$ cat src/design/wlmp_pkg.sv
// ----------------------------------------------------------------------------
// wlmp_pkg
// Shared types and constants for the windowed local-maximum peak detector:
// beat payloads, configuration register indexes and field widths.
// ----------------------------------------------------------------------------
package wlmp_pkg;

  localparam int DATA_W      = 32;
  localparam int MAG_W       = 64;
  localparam int RADIUS_W    = 4;
  localparam int CFG_INDEX_W = 2;
  localparam int CFG_DATA_W  = 64;

  // Configuration register indexes
  localparam logic [CFG_INDEX_W-1:0] CFG_THRESHOLD_SQ = CFG_INDEX_W'(0);
  localparam logic [CFG_INDEX_W-1:0] CFG_RADIUS       = CFG_INDEX_W'(1);

  // Register reset values
  localparam logic [MAG_W-1:0]    THRESHOLD_RESET = '0;
  localparam logic [RADIUS_W-1:0] RADIUS_RESET    = RADIUS_W'(1);

  // Input beat: one complex spectrum sample
  typedef struct packed {
    logic        [DATA_W-1:0] sample_frequency;
    logic signed [DATA_W-1:0] sample_real;
    logic signed [DATA_W-1:0] sample_imag;
    logic                     scan_last;
  } sample_t;

  // Output beat: one detected peak
  typedef struct packed {
    logic        [DATA_W-1:0] peak_frequency;
    logic signed [DATA_W-1:0] peak_real;
    logic signed [DATA_W-1:0] peak_imag;
  } peak_t;

  // Sample with its squared magnitude, passed from the squaring pipe to the window
  typedef struct packed {
    logic [MAG_W-1:0] mag;
    sample_t          sample;
  } mag_item_t;

endpackage

$ cat src/design/wlmp_win.sv
// ----------------------------------------------------------------------------
// wlmp_win
// Sliding window of squared magnitudes with delayed sample payloads. The
// newest beat is shifted in, then the centre is tested against the
// threshold and the monotonic slopes on both sides, all compares in
// parallel. A found peak is loaded into the output register.
// ----------------------------------------------------------------------------
module wlmp_win #(
  parameter int MAX_RADIUS = 8
) (
  input  logic                         clk,
  input  logic                         rst,
  input  logic                         item_valid,
  output logic                         item_ready,
  input  wlmp_pkg::mag_item_t          item,
  input  logic [wlmp_pkg::MAG_W-1:0]    threshold_sq,
  input  logic [wlmp_pkg::RADIUS_W-1:0] radius,
  output logic                         out_valid,
  input  logic                         out_ready,
  output wlmp_pkg::peak_t              out_data
);
  import wlmp_pkg::*;

  localparam int WIN_LEN = 2 * MAX_RADIUS + 1;
  localparam int DLY_LEN = MAX_RADIUS + 1;
  localparam int RW      = $clog2(MAX_RADIUS + 1);
  localparam int SW      = $clog2(WIN_LEN + 1);

  logic [MAG_W-1:0] win [WIN_LEN];
  peak_t            dly [DLY_LEN];
  logic [SW-1:0]    seen;
  logic [SW-1:0]    seen_base;
  logic [SW-1:0]    seen_next;
  logic             scan_end;
  logic             held;

  logic [RW-1:0]    r;
  logic [MAG_W-1:0] centre_mag;
  peak_t            centre;
  logic             seen_ok;
  logic             slope_ok;
  logic             peak;
  logic             drain;
  logic             accept;

  // Clamp radius to MAX_RADIUS
  always_comb begin
    if (int'(radius) > MAX_RADIUS) r = RW'(MAX_RADIUS);
    else                           r = RW'(radius);
  end

  // Select the centre sample
  always_comb begin
    centre_mag = win[0];
    centre     = dly[0];
    for (int j = 1; j <= MAX_RADIUS; j++) begin
      if (int'(r) == j) begin
        centre_mag = win[j];
        centre     = dly[j];
      end
    end
  end

  // Check rising side into the centre and falling side after it
  always_comb begin
    slope_ok = 1'b1;
    for (int j = 1; j < WIN_LEN; j++) begin
      if (j <= int'(r)) begin
        if (win[j] < win[j-1]) slope_ok = 1'b0;
      end else if (j <= 2 * int'(r)) begin
        if (win[j] > win[j-1]) slope_ok = 1'b0;
      end
    end
  end

  assign seen_ok = int'(seen) >= 2 * int'(r) + 1;
  assign peak    = held && seen_ok && (centre_mag > threshold_sq) && slope_ok;

  // Drop a non-peak at once; a peak waits for room in the output register
  assign drain      = held && (!peak || !out_valid || out_ready);
  assign item_ready = !held || drain;
  assign accept     = item_valid && item_ready;

  // Restart the count after the last beat of a scan, saturate at window size
  always_comb begin
    seen_base = scan_end ? '0 : seen;
    if (int'(seen_base) < WIN_LEN) seen_next = seen_base + 1'b1;
    else                           seen_next = seen_base;
  end

  // Hold control state
  always_ff @(posedge clk) begin
    if (rst) begin
      held      <= 1'b0;
      seen      <= '0;
      scan_end  <= 1'b0;
      out_valid <= 1'b0;
    end else begin
      if (accept) begin
        held     <= 1'b1;
        seen     <= seen_next;
        scan_end <= item.sample.scan_last;
      end else if (drain) begin
        held <= 1'b0;
      end
      if (drain && peak) out_valid <= 1'b1;
      else if (out_ready) out_valid <= 1'b0;
    end
  end

  // Shift the window and delay line on each accepted beat
  always_ff @(posedge clk) begin
    if (accept) begin
      win[0]                <= item.mag;
      dly[0].peak_frequency <= item.sample.sample_frequency;
      dly[0].peak_real      <= item.sample.sample_real;
      dly[0].peak_imag      <= item.sample.sample_imag;
      for (int i = 1; i < WIN_LEN; i++) win[i] <= win[i-1];
      for (int i = 1; i < DLY_LEN; i++) dly[i] <= dly[i-1];
    end
    if (drain && peak) begin
      out_data <= centre;
    end
  end

endmodule

$ cat config.mk
export PLATFORM = sky130hd
export DESIGN_NAME = wlmp_win
export DESIGN_NICKNAME = d
export VERILOG_FILES = /design/src/design/wlmp_pkg.sv /design/src/design/wlmp_win.sv
export SDC_FILE = /design/constraint.sdc
export NUM_CORES = 2
export LEC_CHECK = 0
export BUFFER_PORTS_ARGS = -buffer_cell sky130_fd_sc_hd__buf_2
export CAP_MARGIN = 20
export CORE_ASPECT_RATIO = 1.5
export CORE_MARGIN = 2
export CORE_UTILIZATION = 59
export DETAILED_ROUTE_END_ITERATION = 7
export PLACE_DENSITY = 0.76
export SETUP_SLACK_MARGIN = 0.4
export SYNTH_ARGS = -nofsm -noshare
export SYNTH_HDL_FRONTEND = slang
export SYNTH_SLANG_ARGS = --single-unit
$ cat constraint.sdc
create_clock -name clk -period 184.5 [get_ports clk]
set_input_delay 9.225 -clock clk [delete_from_list [all_inputs] [get_ports clk]]
set_output_delay 9.225 -clock clk [all_outputs]
set_load 0.01 [all_outputs]
==> results.md <==
- Setup-failing EPs final: 0
- Max Slew Vio Count: 0
- Post-Synth XOR/XNOR Area: 0%
- Syn Inst Count: 8,098
- Skew final: 44.8 ps
- First drt pass iteration count: 7
- Critical path type: primary input to output pin
- Compound-Gate Fraction of Synth Area: 12.1%
- Ys async rst share: 0%
- Synth Flop Type: edfxtp_1
- Number of global-route vias before repair: 64,800
- Setup Buffers After CTS: 0
- Core ar.: 0.171 sq mm
- Worst Path Buf+Inv: 6
- Depth of the most critical reg-to-reg path: 27
- Final Net Count: 9,738
- Layout cells sized above 1: 7.94%
- Vias per inst: 5.97
- Worst rel slew slack: 20.2%
- Worst skew pair latency: 850 ps
- CTS tree: yes
- CP cell instances: buf_8 -> clkinv_1 -> nand4_1 -> buf_4 -> buf_12 -> buf_4 -> nor2_1 -> a211oi_1 -> a211oi_1 -> a21oi_1 -> ha_1 -> nor2b_1 -> o211ai_1 -> a21oi_1 -> a2111oi_0 -> nor3_1 -> nor3_1 -> o2111ai_1 -> nand4_1 -> a2111oi_4 -> nand2_1 -> buf_2
- Chip Height: 512 um
- YS warnings: 0
- Number of enable flip-flop cells after synthesis: 2,048
- Root Driver: clkbuf_16
- Die area: 0.175 sq mm
- Yosys top cell area share: 60.6%
- Setup tns final: 0 ps
- Antenna violations before repair: 31
- Req. time, crit path: 175,270 ps
- Syn Area/Cell: 12.5 sq um
- Seq/Total Area, Yosys: 60.8%
- Synth area leaders: edfxtp_1 61%, ha_1 13%, inv_1 4.1%, a21oi_1 3.7%, a211oi_1 2.7%
- RePlAce Congestion: 0.948
- Fmax: 0.0386 GHz
- Worst path top cell family by delay: buffers and inverters
- Mean routed wirelength per cell: 21.6 um
- Post-DP HPWL: 168,000 um
- Starting Density: 59.3%
- Most frequent cells in the layout: 2,048 x edfxtp_1, 1,110 x inv_1, 1,093 x ha_1
- Main combinational cell family by area after synthesis: adder cells
- FP Rows: 186
- Hold Vio Cnt, Final: 0
- Post-synth cell types: 73
- Port Buffers: 330
- GRT Residual Overflow: 0
- Hold path depth: 0
- CP Depth: 22
- Util after Layout: 65.3%
- GRT Util Overall: 26.4%
- First-pass GRT wire length: 361,000 um
- Crit path max fanout: 169
- CP max stage delay: 740 ps
- Hold_buf cts: 0
- Area growth syn-to-layout: 10.1%
- Dominant cell type by area after synthesis: edfxtp_1
- Crit path launch type: primary input
- Fillers: 12,500
- Worst slew pin tran: 1190 ps
- Hold crit path type: register to register
- Starting DRT DRC Count: 5,996
- Slowest CP cell: buf_4
- Most common cell after layout, fill and taps aside: edfxtp_1
- Adder-cell share of the synthesized area: 13.5%
- Largest net degree at the start of global routing: 192
- Synth Cell Area: 0.101 sq mm
- Depth of the CTS H-tree: 4
- Routed vias: 64,600
- IO Pins: 331
- Clock tree sinks: 2,056
- Minimum clock period: 25,880 ps
- Synthesis-stage register bit count: 2,056
- PD cells: 9.44 mW/mm^2
- Crit path DAT: 16,650 ps
- Post-Synth Simple-Gate Area: 6.88%
- Crit end category: output pin
- Die X: 343 um
- Worst VDD drop: 0.0110 mV
- Max-Cap Viols: 0
- Multiplexer area fraction after synthesis: 1.64%
- DRT antenna net count: 0
- DRT Wirelength: 234,000 um
- TritonCTS buffer count: 186
- CTS clk-pin slew, worst paths: 60 ps
- Cts repair resizes: 0
- DRC viols: 0
- Status: complete, no violations
- Post-synth net total: 9,424
- RSZ-0062 raised after global routing: no
- Final Cycle Share: 14.0%
- CTS Buffer Depth: 3
- Leakage: 46.0 nW
per-stage QoR:
| stage | setup slack, ps | cell area, sq um | total power, mW | hold WS (ps) | std cells |
|---|---|---|---|---|---|
| after detailed placement | 158600 | 106000 | 0.681 | 431 | 10500 |
| final | 158620 | 112000 | 1.05 | 442 | 10800 |
| after CTS | 158570 | 111000 | 1.06 | 439 | 10800 |
| after floorplan | 112790 | 101000 | 0.682 | 426 | 8098 |
| after global placement | 158790 | 106000 | 0.674 | 427 | 10500 |
| after global routing | 157900 | 112000 | 1.09 | 448 | 10800 |
per-layer routing:
| layer | wire length, um | vias up | global-route usage, % | share of wire (%) |
|---|---|---|---|---|
| li1 | - | 31000 | - | - |
| met4 | 11700 | 32 | 12.4 | 5.0 |
| met5 | 203 | - | 0 | 0.087 |
| met3 | 15300 | 490 | 4.14 | 6.6 |
| met1 | 97600 | 31100 | 36.0 | 42 |
| met2 | 109000 | 2041 | 41.8 | 47 |
report_power, final:
part | switching (mW) | total [mW] | internal [mW] | leakage (nW)
clock | 0.173 | 0.381 | 0.208 | 2.86
combinational | 0.0654 | 0.108 | 0.0425 | 23.1
sequential | 0.0196 | 0.566 | 0.546 | 20.0
cell families after synthesis:
kind of cell    after synthesis
simple gates               1474
mux                         166
compound gates             1927
buf+inv                    1382
fa+ha+maj                  1093
flops                      2056
area by class of cell:
cell class	count	area, sq um	area share [%]
antenna	13	32.5	0.0291
clock buffer	228	4840	4.34
clock inverter	109	1090	0.980
inverter	1112	4170	3.74
multi-input combinational	4660	34700	31.1
sequential	2056	61700	55.2
tap	2256	2820	2.53
timing repair buffer	396	2360	2.12
synth_stat cells, drive strengths merged (3+ instances only):
| master | number |
|---|---|
| o31ai | 7 |
| a21oi | 746 |
| a21o | 129 |
| nor2 | 304 |
| edfxtp | 2048 |
| o21a | 8 |
| nor3b | 5 |
| a221o | 9 |
| buf | 44 |
| a221oi | 33 |
| or2 | 5 |
| o211ai | 25 |
| nand4 | 207 |
| nand4b | 5 |
| and2 | 5 |
| nor3 | 41 |
| a211o | 3 |
| mux2i | 165 |
| nor2b | 35 |
| or4 | 16 |
| o21ai | 334 |
| nand3 | 208 |
| or3 | 8 |
| nor4 | 43 |
| dfxtp | 8 |
| o211a | 97 |
| o2bb2ai | 3 |
| a31oi | 12 |
| a2111oi | 20 |
| o221ai | 99 |
| nand2 | 536 |
| ha | 1093 |
| o2111ai | 4 |
| clkbuf | 226 |
| o21bai | 3 |
| a211oi | 365 |
| and3 | 3 |
| a21boi | 4 |
| and4 | 32 |
| inv | 1111 |
| o311ai | 3 |
| nand2b | 13 |
flip-flops by register name, summed over array words and instances (netlist names):
| register | cells |
|---|---|
| seen | 5 |
| dly | 864 |
| out_valid | 1 |
| win | 1088 |
| held | 1 |
| out_data | 96 |
| scan_end | 1 |
final timing paths:
kind	from	end	slack, ps
max	radius[3]	item_ready	158620
min	dly[0][607]	dly[0][703]	440
max reg2reg	win[0][65]	win[0][427]	174760
min reg2reg	dly[0][607]	dly[0][703]	440
Power figures use the tool's default switching activity.
